File: config.mk
export PLATFORM = sky130hd
export DESIGN_NAME = task_slot_scheduler_flat
export DESIGN_NICKNAME = d
export VERILOG_FILES = /design/src/hdl/tss_pkg.sv /design/src/hdl/tss_if.sv /design/src/hdl/task_slot_scheduler.sv /design/src/flat_wrapper.sv
export VERILOG_INCLUDE_DIRS = /design/src /design/src/hdl
export SDC_FILE = /design/constraint.sdc
export NUM_CORES = 2
export LEC_CHECK = 0
export BUFFER_PORTS_ARGS = -buffer_cell sky130_fd_sc_hd__buf_4
export CAP_MARGIN = 0
export CORE_UTILIZATION = 30
export CTS_CLUSTER_SIZE = 10
export DETAILED_ROUTE_END_ITERATION = 10
export PLACE_DENSITY = 0.45
export REMOVE_ABC_BUFFERS = 1
export SLEW_MARGIN = 30
export SYNTH_ARGS = -nofsm -noshare
export SYNTH_HDL_FRONTEND = slang
export SYNTH_SLANG_ARGS = --single-unit
File: constraint.sdc
create_clock -name clk -period 8.4 [get_ports clk]
set_input_delay 1.68 -clock clk [delete_from_list [all_inputs] [get_ports clk]]
set_output_delay 1.68 -clock clk [all_outputs]
set_load 0.1 [all_outputs]
File: src/hdl/task_slot_scheduler_defines.svh
// Assertion macros for the task slot scheduler
`ifndef TASK_SLOT_SCHEDULER_DEFINES_SVH
`define TASK_SLOT_SCHEDULER_DEFINES_SVH

// Check that a condition implies another in the same cycle
`define TSS_ASSERT_NOW(label, ante, cons, msg) \
  label: assert property (@(posedge clk) disable iff (rst) (ante) |-> (cons)) else $error(msg);

// Check that a condition implies another in the next cycle
`define TSS_ASSERT_NEXT(label, ante, cons, msg) \
  label: assert property (@(posedge clk) disable iff (rst) (ante) |=> (cons)) else $error(msg);

`endif

File: src/hdl/tss_pkg.sv
// Shared types and constants of the task slot scheduler
`timescale 1ns / 1ps
`default_nettype none
package tss_pkg;

  localparam int OP_W     = 3;
  localparam int ID_W     = 8;
  localparam int PRIO_W   = 8;
  localparam int STATUS_W = 2;
  localparam int COUNT_W  = 6;
  localparam int SLICE_W  = 16;
  localparam int CFG_IDX_W  = 1;
  localparam int CFG_DATA_W = 16;

  typedef enum logic [OP_W-1:0] {
    OP_ADD     = 3'd0,
    OP_REMOVE  = 3'd1,
    OP_BLOCK   = 3'd2,
    OP_UNBLOCK = 3'd3,
    OP_TICK    = 3'd4,
    OP_YIELD   = 3'd5
  } op_t;

  localparam logic [STATUS_W-1:0] ST_OK        = 2'd0;
  localparam logic [STATUS_W-1:0] ST_FULL      = 2'd1;
  localparam logic [STATUS_W-1:0] ST_NOT_FOUND = 2'd2;
  localparam logic [STATUS_W-1:0] ST_UNKNOWN   = 2'd3;

  localparam logic [CFG_IDX_W-1:0] REG_SCHED_MODE   = 1'd0;
  localparam logic [CFG_IDX_W-1:0] REG_SLICE_LENGTH = 1'd1;

  localparam logic MODE_RR = 1'b0;

  localparam logic [SLICE_W-1:0] SLICE_RESET = 16'd10;

  // One slot table entry
  typedef struct packed {
    logic [ID_W-1:0]    task_id;
    logic [PRIO_W-1:0]  prio;
    logic               ready;
    logic [SLICE_W-1:0] slice_left;
  } slot_word_t;

endpackage
`default_nettype wire

File: src/hdl/tss_if.sv
// Request and response channel interfaces of the task slot scheduler
`timescale 1ns / 1ps
`default_nettype none
interface tss_req_if;
  logic                        valid;
  logic                        ready;
  logic [tss_pkg::OP_W-1:0]    op;
  logic [tss_pkg::ID_W-1:0]    task_id;
  logic [tss_pkg::PRIO_W-1:0]  task_priority;
  modport source (output valid, op, task_id, task_priority, input ready);
  modport sink (input valid, op, task_id, task_priority, output ready);
endinterface

interface tss_rsp_if;
  logic                          valid;
  logic                          ready;
  logic [tss_pkg::STATUS_W-1:0]  status;
  logic                          current_valid;
  logic [tss_pkg::ID_W-1:0]      current_id;
  logic                          switched;
  logic [tss_pkg::COUNT_W-1:0]   task_count;
  modport source (output valid, status, current_valid, current_id, switched, task_count,
                  input ready);
  modport sink (input valid, status, current_valid, current_id, switched, task_count,
                output ready);
endinterface
`default_nettype wire

File: src/hdl/task_slot_scheduler.sv
// Task slot scheduler: slot table in one memory, scanned one slot a cycle
//
//   channel | dir | handshake    | carries
//   req     | in  | valid/ready  | op, task_id, task_priority
//   rsp     | out | valid/ready  | status, current_valid, current_id, switched, task_count
//   cfg     | in  | cfg_wr_en    | cfg_index, cfg_data
//
// Add, remove, block and unblock scan the table, one slot read per cycle, until a match
// or the last slot; a full add, a yield with no task and an unknown op skip to the result.
// A tick with a task running does a read-modify-write of the running slot; with none it
// does a selection scan. A tick or yield that expires the slice does the read-modify-write,
// then a selection scan (round robin stops at the first ready slot). The memory has a
// single read port. Synchronous reset clears the used flags and counters at once; no
// clearing pass. A new item is taken while a result waits, and the next request is
// accepted in the cycle after a result loads; a stalled output holds the block in S_FIN.
`timescale 1ns / 1ps
`default_nettype none
`include "task_slot_scheduler_defines.svh"
module task_slot_scheduler #(
  parameter int SLOT_COUNT = 32
) (
  input  wire                           clk,
  input  wire                           rst,
  tss_req_if.sink                       req,
  tss_rsp_if.source                     rsp,
  input  wire                           cfg_wr_en,
  input  wire [tss_pkg::CFG_IDX_W-1:0]  cfg_index,
  input  wire [tss_pkg::CFG_DATA_W-1:0] cfg_data
);
  import tss_pkg::*;

  localparam int IW = $clog2(SLOT_COUNT);
  localparam int CW = $clog2(SLOT_COUNT + 1);
  localparam int MW = $bits(slot_word_t);

  typedef enum logic [5:0] {
    S_IDLE   = 6'b000001,
    S_FIND   = 6'b000010,
    S_RUN_RD = 6'b000100,
    S_RUN_WB = 6'b001000,
    S_PICK   = 6'b010000,
    S_FIN    = 6'b100000
  } state_t;

  state_t                state;
  logic [MW-1:0]         slot_mem [SLOT_COUNT];
  logic [MW-1:0]         rd_data;
  logic [SLOT_COUNT-1:0] slot_used;
  logic [CW-1:0]         used_count;
  logic [IW-1:0]         scan_head;
  logic [IW-1:0]         running_slot;
  logic                  running_valid;
  logic [ID_W-1:0]       cur_task;
  logic                  sched_mode;
  logic [SLICE_W-1:0]    slice_length;

  op_t                   op_q;
  logic [ID_W-1:0]       id_q;
  logic [PRIO_W-1:0]     prio_q;
  logic [STATUS_W-1:0]   status_q;
  logic                  sw_q;

  logic [IW-1:0]         scan_base;
  logic [CW-1:0]         iss_cnt;
  logic                  rd_vld;
  logic [IW-1:0]         rd_idx;
  logic                  rd_last;
  logic                  best_vld;
  logic [IW-1:0]         best_slot;
  logic [PRIO_W-1:0]     top_prio;
  logic [ID_W-1:0]       best_task;

  logic                  out_valid;
  logic [STATUS_W-1:0]   out_status;
  logic                  out_cur_valid;
  logic [ID_W-1:0]       out_cur_id;
  logic                  out_sw;
  logic [COUNT_W-1:0]    out_count;

  slot_word_t            rd_word;
  logic                  rd_used;
  logic [IW:0]           addr_sum;
  logic [IW-1:0]         scan_addr;
  logic [IW:0]           head_sum;
  logic [IW-1:0]         head_next;
  logic                  cand;
  logic                  better;
  logic                  pick_end;
  logic                  find_hit;
  logic                  find_miss;
  logic                  expire;
  logic                  f_vld;
  logic [IW-1:0]         f_slot;
  logic [ID_W-1:0]       f_task;
  logic                  mem_we;
  logic [IW-1:0]         mem_wa;
  slot_word_t            mem_wd;
  logic [IW-1:0]         mem_ra;

  // Decode the slot under scan
  always_comb begin
    rd_word  = slot_word_t'(rd_data);
    rd_used  = slot_used[rd_idx];
    addr_sum = {1'b0, scan_base} + {1'b0, iss_cnt[IW-1:0]};
    if (addr_sum >= (IW+1)'(SLOT_COUNT)) begin
      addr_sum = addr_sum - (IW+1)'(SLOT_COUNT);
    end
    scan_addr = addr_sum[IW-1:0];
    head_sum  = {1'b0, rd_idx} + (IW+1)'(1);
    head_next = (head_sum == (IW+1)'(SLOT_COUNT)) ? '0 : head_sum[IW-1:0];
    cand      = rd_vld && rd_used && rd_word.ready;
    better    = cand && (!best_vld || (rd_word.prio > top_prio));
    pick_end  = rd_vld && (rd_last || ((sched_mode == MODE_RR) && cand));
    find_hit  = rd_vld && ((op_q == OP_ADD) ? !rd_used
                                           : (rd_used && (rd_word.task_id == id_q)));
    find_miss = rd_vld && !find_hit && rd_last;
    expire    = (op_q == OP_YIELD) || (rd_word.slice_left <= SLICE_W'(1));
    f_vld     = best_vld || better;
    f_slot    = better ? rd_idx : best_slot;
    f_task    = better ? rd_word.task_id : best_task;
  end

  // Select memory write and read
  always_comb begin
    mem_we = 1'b0;
    mem_wa = rd_idx;
    mem_wd = rd_word;
    mem_ra = (state == S_RUN_RD) ? running_slot : scan_addr;
    case (state)
      S_FIND: begin
        if (find_hit) begin
          case (op_q)
            OP_ADD: begin
              mem_we = 1'b1;
              mem_wd = '{task_id: id_q, prio: prio_q, ready: 1'b1,
                         slice_left: slice_length};
            end
            OP_BLOCK, OP_UNBLOCK: begin
              mem_we       = 1'b1;
              mem_wd.ready = (op_q == OP_UNBLOCK);
            end
            default: begin
              mem_we = 1'b0;
            end
          endcase
        end
      end
      S_RUN_WB: begin
        mem_we            = 1'b1;
        mem_wa            = running_slot;
        mem_wd.slice_left = expire ? slice_length : rd_word.slice_left - SLICE_W'(1);
      end
      default: begin
        mem_we = 1'b0;
      end
    endcase
  end

  // Slot table memory
  always_ff @(posedge clk) begin
    if (mem_we) begin
      slot_mem[mem_wa] <= mem_wd;
    end
    rd_data <= slot_mem[mem_ra];
  end

  // Sequencer and scheduler state
  always_ff @(posedge clk) begin
    if (rst) begin
      state         <= S_IDLE;
      slot_used     <= '0;
      used_count    <= '0;
      scan_head     <= '0;
      running_slot  <= '0;
      running_valid <= 1'b0;
      sched_mode    <= 1'b0;
      slice_length  <= SLICE_RESET;
      iss_cnt       <= '0;
      rd_vld        <= 1'b0;
      best_vld      <= 1'b0;
      out_valid     <= 1'b0;
    end else begin
      // take register writes
      if (cfg_wr_en) begin
        if (cfg_index == REG_SCHED_MODE) begin
          sched_mode <= cfg_data[0];
        end else if (cfg_index == REG_SLICE_LENGTH) begin
          slice_length <= cfg_data[SLICE_W-1:0];
        end
      end
      // drop the result once transferred
      if (rsp.ready) begin
        out_valid <= 1'b0;
      end
      // issue one slot read per cycle while scanning
      if ((state == S_FIND) || (state == S_PICK)) begin
        if (iss_cnt != CW'(SLOT_COUNT)) begin
          rd_vld  <= 1'b1;
          rd_idx  <= scan_addr;
          rd_last <= (iss_cnt == CW'(SLOT_COUNT - 1));
          iss_cnt <= iss_cnt + CW'(1);
        end else begin
          rd_vld <= 1'b0;
        end
      end
      case (state)
        S_IDLE: begin
          if (req.valid) begin
            op_q      <= op_t'(req.op);
            id_q      <= req.task_id;
            prio_q    <= req.task_priority;
            status_q  <= ST_OK;
            sw_q      <= 1'b0;
            iss_cnt   <= '0;
            rd_vld    <= 1'b0;
            best_vld  <= 1'b0;
            scan_base <= '0;
            case (op_t'(req.op))
              OP_ADD: begin
                if (used_count >= CW'(SLOT_COUNT)) begin
                  status_q <= ST_FULL;
                  state    <= S_FIN;
                end else begin
                  state <= S_FIND;
                end
              end
              OP_REMOVE, OP_BLOCK, OP_UNBLOCK: begin
                state <= S_FIND;
              end
              OP_TICK: begin
                if (running_valid) begin
                  state <= S_RUN_RD;
                end else begin
                  scan_base <= scan_head;
                  state     <= S_PICK;
                end
              end
              OP_YIELD: begin
                state <= running_valid ? S_RUN_RD : S_FIN;
              end
              default: begin
                status_q <= ST_UNKNOWN;
                state    <= S_FIN;
              end
            endcase
          end
        end
        S_FIND: begin
          if (find_hit) begin
            rd_vld <= 1'b0;
            state  <= S_FIN;
            if (op_q == OP_ADD) begin
              slot_used[rd_idx] <= 1'b1;
              used_count        <= used_count + CW'(1);
            end else if (op_q == OP_REMOVE) begin
              slot_used[rd_idx] <= 1'b0;
              used_count        <= used_count - CW'(1);
              if (running_valid && (running_slot == rd_idx)) begin
                running_valid <= 1'b0;
                sw_q          <= 1'b1;
              end
            end
          end else if (find_miss) begin
            rd_vld   <= 1'b0;
            status_q <= ST_NOT_FOUND;
            state    <= S_FIN;
          end
        end
        S_RUN_RD: begin
          state <= S_RUN_WB;
        end
        S_RUN_WB: begin
          if (expire) begin
            scan_base <= scan_head;
            iss_cnt   <= '0;
            rd_vld    <= 1'b0;
            best_vld  <= 1'b0;
            state     <= S_PICK;
          end else begin
            state <= S_FIN;
          end
        end
        S_PICK: begin
          // track the best ready slot; round robin stops at the first one
          if (better) begin
            best_vld  <= 1'b1;
            best_slot <= rd_idx;
            top_prio  <= rd_word.prio;
            best_task <= rd_word.task_id;
          end
          if (cand && (sched_mode == MODE_RR)) begin
            scan_head <= head_next;
          end
          if (pick_end) begin
            rd_vld <= 1'b0;
            state  <= S_FIN;
            if (f_vld && (!running_valid || (f_slot != running_slot))) begin
              running_slot  <= f_slot;
              running_valid <= 1'b1;
              cur_task      <= f_task;
              sw_q          <= 1'b1;
            end
          end
        end
        S_FIN: begin
          if (!out_valid || rsp.ready) begin
            out_valid     <= 1'b1;
            out_status    <= status_q;
            out_cur_valid <= running_valid;
            out_cur_id    <= running_valid ? cur_task : '0;
            out_sw        <= sw_q;
            out_count     <= COUNT_W'(used_count);
            state         <= S_IDLE;
          end
        end
        default: begin
          state <= S_IDLE;
        end
      endcase
    end
  end

  // Drive the channels
  assign req.ready         = (state == S_IDLE) && !rst;
  assign rsp.valid         = out_valid;
  assign rsp.status        = out_status;
  assign rsp.current_valid = out_cur_valid;
  assign rsp.current_id    = out_cur_id;
  assign rsp.switched      = out_sw;
  assign rsp.task_count    = out_count;

  `TSS_ASSERT_NOW(a_count_bound, 1'b1, used_count <= CW'(SLOT_COUNT), "used count exceeds slots")
  `TSS_ASSERT_NOW(a_count_match, 1'b1, used_count == CW'($countones(slot_used)), "count mismatch")
  `TSS_ASSERT_NOW(a_running_used, running_valid, slot_used[running_slot], "running slot free")
  `TSS_ASSERT_NEXT(a_busy_after, req.valid && req.ready, state != S_IDLE, "idle after transfer")

endmodule
`default_nettype wire

File: src/flat_wrapper.sv
// flat-port wrapper written by rule: the top's interface ports become plain ports
module task_slot_scheduler_flat import tss_pkg::*;
#(
  parameter int SLOT_COUNT = 32
)
  (clk, rst, cfg_wr_en, cfg_index, cfg_data, req_valid, req_op, req_task_id, req_task_priority, req_ready, rsp_valid, rsp_status, rsp_current_valid, rsp_current_id, rsp_switched, rsp_task_count, rsp_ready);
  tss_req_if req_i ();
  tss_rsp_if rsp_i ();
  input  wire clk;
  input  wire rst;
  input  wire cfg_wr_en;
  input  wire [tss_pkg::CFG_IDX_W-1:0] cfg_index;
  input  wire [tss_pkg::CFG_DATA_W-1:0] cfg_data;
  input wire logic [$bits(req_i.valid)-1:0] req_valid;
  input wire logic [$bits(req_i.op)-1:0] req_op;
  input wire logic [$bits(req_i.task_id)-1:0] req_task_id;
  input wire logic [$bits(req_i.task_priority)-1:0] req_task_priority;
  output wire logic [$bits(req_i.ready)-1:0] req_ready;
  output wire logic [$bits(rsp_i.valid)-1:0] rsp_valid;
  output wire logic [$bits(rsp_i.status)-1:0] rsp_status;
  output wire logic [$bits(rsp_i.current_valid)-1:0] rsp_current_valid;
  output wire logic [$bits(rsp_i.current_id)-1:0] rsp_current_id;
  output wire logic [$bits(rsp_i.switched)-1:0] rsp_switched;
  output wire logic [$bits(rsp_i.task_count)-1:0] rsp_task_count;
  input wire logic [$bits(rsp_i.ready)-1:0] rsp_ready;
  assign req_i.valid = req_valid;
  assign req_i.op = req_op;
  assign req_i.task_id = req_task_id;
  assign req_i.task_priority = req_task_priority;
  assign req_ready = req_i.ready;
  assign rsp_valid = rsp_i.valid;
  assign rsp_status = rsp_i.status;
  assign rsp_current_valid = rsp_i.current_valid;
  assign rsp_current_id = rsp_i.current_id;
  assign rsp_switched = rsp_i.switched;
  assign rsp_task_count = rsp_i.task_count;
  assign rsp_i.ready = rsp_ready;
  task_slot_scheduler #(.SLOT_COUNT(SLOT_COUNT)) u_core (.clk(clk), .rst(rst), .req(req_i), .rsp(rsp_i), .cfg_wr_en(cfg_wr_en), .cfg_index(cfg_index), .cfg_data(cfg_data));
endmodule
== Word level (Yosys, flattened, before mapping) ==
Memories as Yosys holds them, arrays and structs flattened. A register that Yosys moved wholly into a read port is not among the register bits.
Cells that the tools add are included.

* Register bits after elaboration: 161
* Logic and storage cells: 219
* Input bits: 41
* RAM bits: 1056
* Memories kept: 1

* Add/subtract/negate cells: 7
* Reduce and logical (&&, ||, !) cells: 55
* Multiplexer cells: 81
* Bitwise operators: 6
* Equal/unequal tests: 34
* $lt $le $gt $ge: 6

{| class="wikitable"
|+ Memory list
! memory !! depth !! width !! rd ports !! clocked after memory_dff !! write ports !! line !! source
|-
| u_core.slot_mem || 32 || 33 || 1 || 1 || 1 || task_slot_scheduler.sv:46 || <nowiki>logic [MW-1:0] slot_mem [SLOT_COUNT];</nowiki>
|}

{| class="wikitable"
|+ Operators by type and width
! cell !! count
|-
| 2-to-1 mux 6 bit || 14
|-
| 2-to-1 mux 32 bit || 2
|-
| 2-to-1 mux 5 bit || 10
|-
| 2-to-1 mux 16 bit || 3
|-
| case mux 6 bit (6 select lines) || 1
|-
| 2-to-1 mux 33 bit || 1
|-
| bitwise AND 32 bit || 1
|-
| inverter 32 bit || 1
|-
| bitwise OR 32 bit || 1
|-
| case mux 16 bit (2 select lines) || 1
|-
| 2-to-1 mux 1 bit || 31
|-
| case mux 6 bit (4 select lines) || 1
|-
| AND reduction 3 bit || 6
|-
| 2-to-1 mux 17 bit || 1
|-
| <= comparator 16 x 1 -> 1 bit, second input constant || 1
|-
| AND reduction 4 bit || 4
|-
| subtractor 16 x 1 -> 16 bit, second input constant || 1
|-
| logical AND 1 bit || 13
|-
| adder 6 x 1 -> 6 bit, second input constant || 2
|-
| equality test 3 x 2 -> 1 bit, second input constant || 4
|-
| equality test 6 x 5 -> 1 bit, second input constant || 2
|-
| equality test 6 bit, second input constant || 2
|-
| >= comparator 6 bit, second input constant || 2
|-
| inequality test 2 x 1 -> 1 bit, second input constant || 6
|-
| 42 further kinds || 78
|}

== Logic depth before layout (Yosys ltp) ==
* Word-level depth: 12
* Depth in mapped cells: 12

== Least setup slack after synthesis ==
Ideal clock, no wire load.

* Path type: input-to-output
* From: input rst
* To: output req_ready
* Slack: 3199 ps
* Arrival: 3521 ps
* Path buffers: 3
* Stages: 4
* Path through: clkbuf_1 clkbuf_1 clkbuf_1 nor2_1

* Cells in the longest elaborated chain, start to end: 2

{| class="wikitable"
|+ Ends and longest elaborated chain
! what !! line !! source
|-
| from (decl) || flat_wrapper.sv:10 || <nowiki>input wire rst;</nowiki>
|-
| zero test 1 bit || task_slot_scheduler.sv:324 || <nowiki>assign req.ready = (state == S_IDLE) && !rst;</nowiki>
|-
| logical AND 1 bit || task_slot_scheduler.sv:324 ||
|-
| to (decl) || flat_wrapper.sv:18 || <nowiki>output wire logic [$bits(req_i.ready)-1:0] req_ready;</nowiki>
|}

Every way passes these cells.

== Worst setup path in the final report ==
* From: register u_core.rd_idx[1]
* To: memory u_core.slot_mem[27][29] (netlist bit), enable pin

* Cells in the longest elaborated chain, start to end: 9
* Elaborated cells between the ends (all ways): 11
* Classes of those cells: mux: 8; reduce/logical: 3

{| class="wikitable"
|+ Ends and longest elaborated chain
! what !! line !! source
|-
| from (decl) || task_slot_scheduler.sv:66 || <nowiki>logic [IW-1:0] rd_idx;</nowiki>
|-
| from (signal assigned) || task_slot_scheduler.sv:199 || <nowiki>rd_idx <= scan_addr;</nowiki>
|-
| binary-select mux 1 bit (select 5 bit) || task_slot_scheduler.sv:103 || <nowiki>rd_used = slot_used[rd_idx];</nowiki>
|-
| 2-to-1 mux 1 bit (implied by the code) || task_slot_scheduler.sv:103 ||
|-
| logical AND 1 bit or zero test 1 bit (tied branches) || task_slot_scheduler.sv:115, task_slot_scheduler.sv:114 ||
|-
| 2-to-1 mux 1 bit || task_slot_scheduler.sv:114 || <nowiki>find_hit = rd_vld && ((op_q == OP_ADD) ? !rd_used</nowiki>
|-
| logical AND 1 bit || task_slot_scheduler.sv:114 ||
|-
| 2-to-1 mux 1 bit || task_slot_scheduler.sv:131 || <nowiki>if (find_hit) begin</nowiki>
|-
| case mux 1 bit (2 select lines) || task_slot_scheduler.sv:129 || <nowiki>case (state)</nowiki>
|-
| 2-to-1 mux 1 bit || task_slot_scheduler.sv:161 || <nowiki>if (mem_we) begin</nowiki>
|-
| 2-to-1 mux 1 bit (implied by the code) || task_slot_scheduler.sv:162 || <nowiki>slot_mem[mem_wa] <= mem_wd;</nowiki>
|-
| to (decl) || task_slot_scheduler.sv:46 ||
|}

Parallel ways exist; a longest one is shown, timed or not. The select of a mux whose other input is x is not followed.

==> qor.txt <==
IO Port Bufs: 60
CP delay by family, top: compound AO/OA/AOI/OAI gates
WP buf/inv: 2
GRT overflow: 0
Die ar.: 0.1718 mm²
fin crit share: 66.95%
initial antenna violation count: 4
DP HPWL: 85.45 mm
max cap viols: 0
Boundary Pins: 61
initial core utilization: 30.18%
# H-tree levels: 4
Mapped Area: 0.05104 mm²
syn avg cell area: 13.51 µm²
WP data required: 8.81 ns
number of global-route vias before repair: 31471
slowest CP cell: edfxtp_1
CTS tree: done
crit path cell chain: inv_1 -> a2111oi_0 -> o41a_1 -> nand4_2 -> a2111oi_2 -> nor2_1 -> a2bb2oi_4 -> nor2_4 -> buf_4
Clock Skews: 0.03537 ns
status: finished clean
Seq cells post-synth: 1250
CP Launch Type: flop
Detailed Route WL: 157.1 mm
Max Root-Sink Buffers: 3
Final setup viols: 0
root buffer cell: clkbuf_16
Cells after DPL: 5853
largest net degree at the start of global routing: 162
CTS sink count: 1250
# Post-CTS Setup Buffers: 0
cts bufs inserted: 149
slowest cell delay on critical path: 0.94 ns
Slew HR: 34.19%
Gates resized, CTS repair: 0
drt pass-1 iters: 7
Lkg Pwr: 0.01932 µW
Worst-path clk slew: 0.05 ns
Synth cell types: 71
sequential cell area fraction in the yosys report: 71.31%
DRT iter0 DRCs: 2525
Area Overhead vs Synth: 15.51%
commonest non-fill, non-tap cell in the layout: edfxtp_1
Post-synth EDFFs: 1136
Ys Warns: 0
Arrival @ worst endpoint: 6.03 ns
CP Max Fanout: 18
vias per cell: 5.260
Hold Path Class: flop to flop
DR vias: 32172
hold buffers post-CTS: 0
DRT antenna net count: 0
PwrDens: 245.3 mW/mm²
critical path class: flop to flop
num rows: 151
post-route minimum period: 5.624 ns
Ant. Diodes: 0
die width: 414.5 µm
core area: 0.1691 mm²
asr flop ratio synth: 0%
Final Hold Vio Count: 0
RSZ-0062 raised after global routing: no
Syn Inst Count: 3777
# DRC: 0
first-pass GRT wire length: 228.7 mm
non-filler cells, final: 6116
Slew Limit Fails: 0
layout cells sized above 1: 11.21%
Final nets: 3853
Synth Flop Type: edfxtp_1
Worst Setup End Kind: flop
Skew-Pair Late Insertion Delay: 0.80 ns
most frequent cells in the layout: edfxtp_1 (1136), nand2_1 (616), a211oi_1 (376)
DR WL/cell: 25.69 µm
GRT Util Overall: 18.03%
worst-margin pin slew: 0.9848 ns
Die Ht: 414.5 µm
setup TNS: 0 ns
Peak VDD IR: 185.9 µV
fmax: 177.8 MHz
GP Congestion: 0.8251
==> cell type report <==
| cell class | instances | area [µm²] |
|---|---|---|
| Fill cell | 16304 | 110100 |
| Multi-Input combinational cell | 2203 | 13770 |
| Tap cell | 2218 | 2775 |
| Sequential cell | 1250 | 36390 |
| Inverter | 27 | 101.3 |
| Clock buffer | 248 | 4267 |
| Timing Repair Buffer | 155 | 1416 |
| Clock inverter | 15 | 231.5 |
==> cells in the mapped netlist (4+ instances only) <==
cell      number  share of area (%)
xor2_1        18               0.31
and2_1        15               0.18
nand4_1       21               0.26
mux4_2         7               0.31
nor2_1       103               0.76
edfxtp_1    1136                 67
ha_1          24               0.59
nor3b_1        7               0.10
or3_1          6              0.074
buf_1         18               0.13
nand3b_1       6              0.088
nor3_1        18               0.18
mux2i_1       26               0.51
o211ai_1       4              0.059
a31oi_1      134                1.6
and3_1       268                3.3
buf_2         69               0.68
or2_2          6              0.074
a311oi_1     133                2.3
a21o_1        37               0.54
nor2b_1       11               0.13
o21ai_0       44               0.43
xnor2_1       16               0.27
nand2_1      617                4.5
a21oi_1      156                1.5
a211oi_1     376                5.5
o21ai_1        4              0.039
nand3_1       33               0.32
nand2b_1      11               0.13
clkbuf_1     206                1.5
a22oi_1        6              0.088
dfxtp_1      114                4.5
nor4_1        12               0.15
mux2_2        27               0.60
inv_1         26               0.19
==> metrics by stage <==
stage | total power, µW | utilization (%) | hold slack (ns) | cell area [µm²] | setup WS [ns]
4_1_cts | 14640 | 34.85 | 0.4276 | 58940 | 3.068
3_3_place_gp | 8523 | 32.09 | 0.4083 | 54270 | 2.990
2_1_floorplan | 8102 | - | 0.4003 | 49820 | -13.53
6_report | 14460 | 34.87 | 0.4275 | 58960 | 2.777
3_5_place_dp | 8532 | 32.19 | 0.4099 | 54440 | 3.089
5_1_grt | 14980 | 34.87 | 0.4363 | 58960 | 2.481
==> worst paths after layout <==
kind                                         start                           endpoint  slack, ns  cells past startpoint
setup reg to reg        u_core.rd_idx[1]$_DFFE_PP_  u_core.slot_mem[27][29]$_DFFE_PP_       2.78                      9
setup / recovery        u_core.rd_idx[1]$_DFFE_PP_  u_core.slot_mem[27][29]$_DFFE_PP_       2.78                      9
hold / removal    u_core.status_q[0]$_SDFFCE_PP0P_     u_core.rsp.status[0]$_DFFE_PP_       0.43                      0
hold reg to reg   u_core.status_q[0]$_SDFFCE_PP0P_     u_core.rsp.status[0]$_DFFE_PP_       0.43                      0
==> flip-flops by register name, indices dropped and copies added (netlist names), 8 cells and up, named ones only <==
register               flops
u_core.slot_mem         1056
u_core.top_prio            8
u_core.prio_q              8
u_core.rsp.current_id      8
u_core.cur_task            8
u_core.rd_data            33
u_core.best_task           8
u_core.slice_length       16
u_core.id_q                8
==> routing by layer <==
metal  track usage, %  routed length, µm
met1            25.08              72550
met2            29.07              74130
met3            3.103               7256
met4            4.524               3160
met5                0                  0
==> report_power, final <==
part	switching, µW	total, µW	internal [µW]	leakage [µW]
registers	62.5	7110	7050	0.0112
clock network	2540	6080	3540	0.00215
logic	934	1270	337	0.00599
total	3530	14500	10900	0.0193
==> cell families after synthesis <==
family | after synthesis | synth area share [%]
AO/OA/AOI/OAI | 938 | 12.98
XOR/XNOR | 34 | 0.5834
adder cells (fa/ha/maj) | 26 | 0.6668
buffers and inverters | 324 | 2.589
flip-flops | 1250 | 71.31
multiplexers | 60 | 1.414
AND/OR/NAND/NOR | 1145 | 10.46
Note: power is estimated with default switching activity, not from simulation.
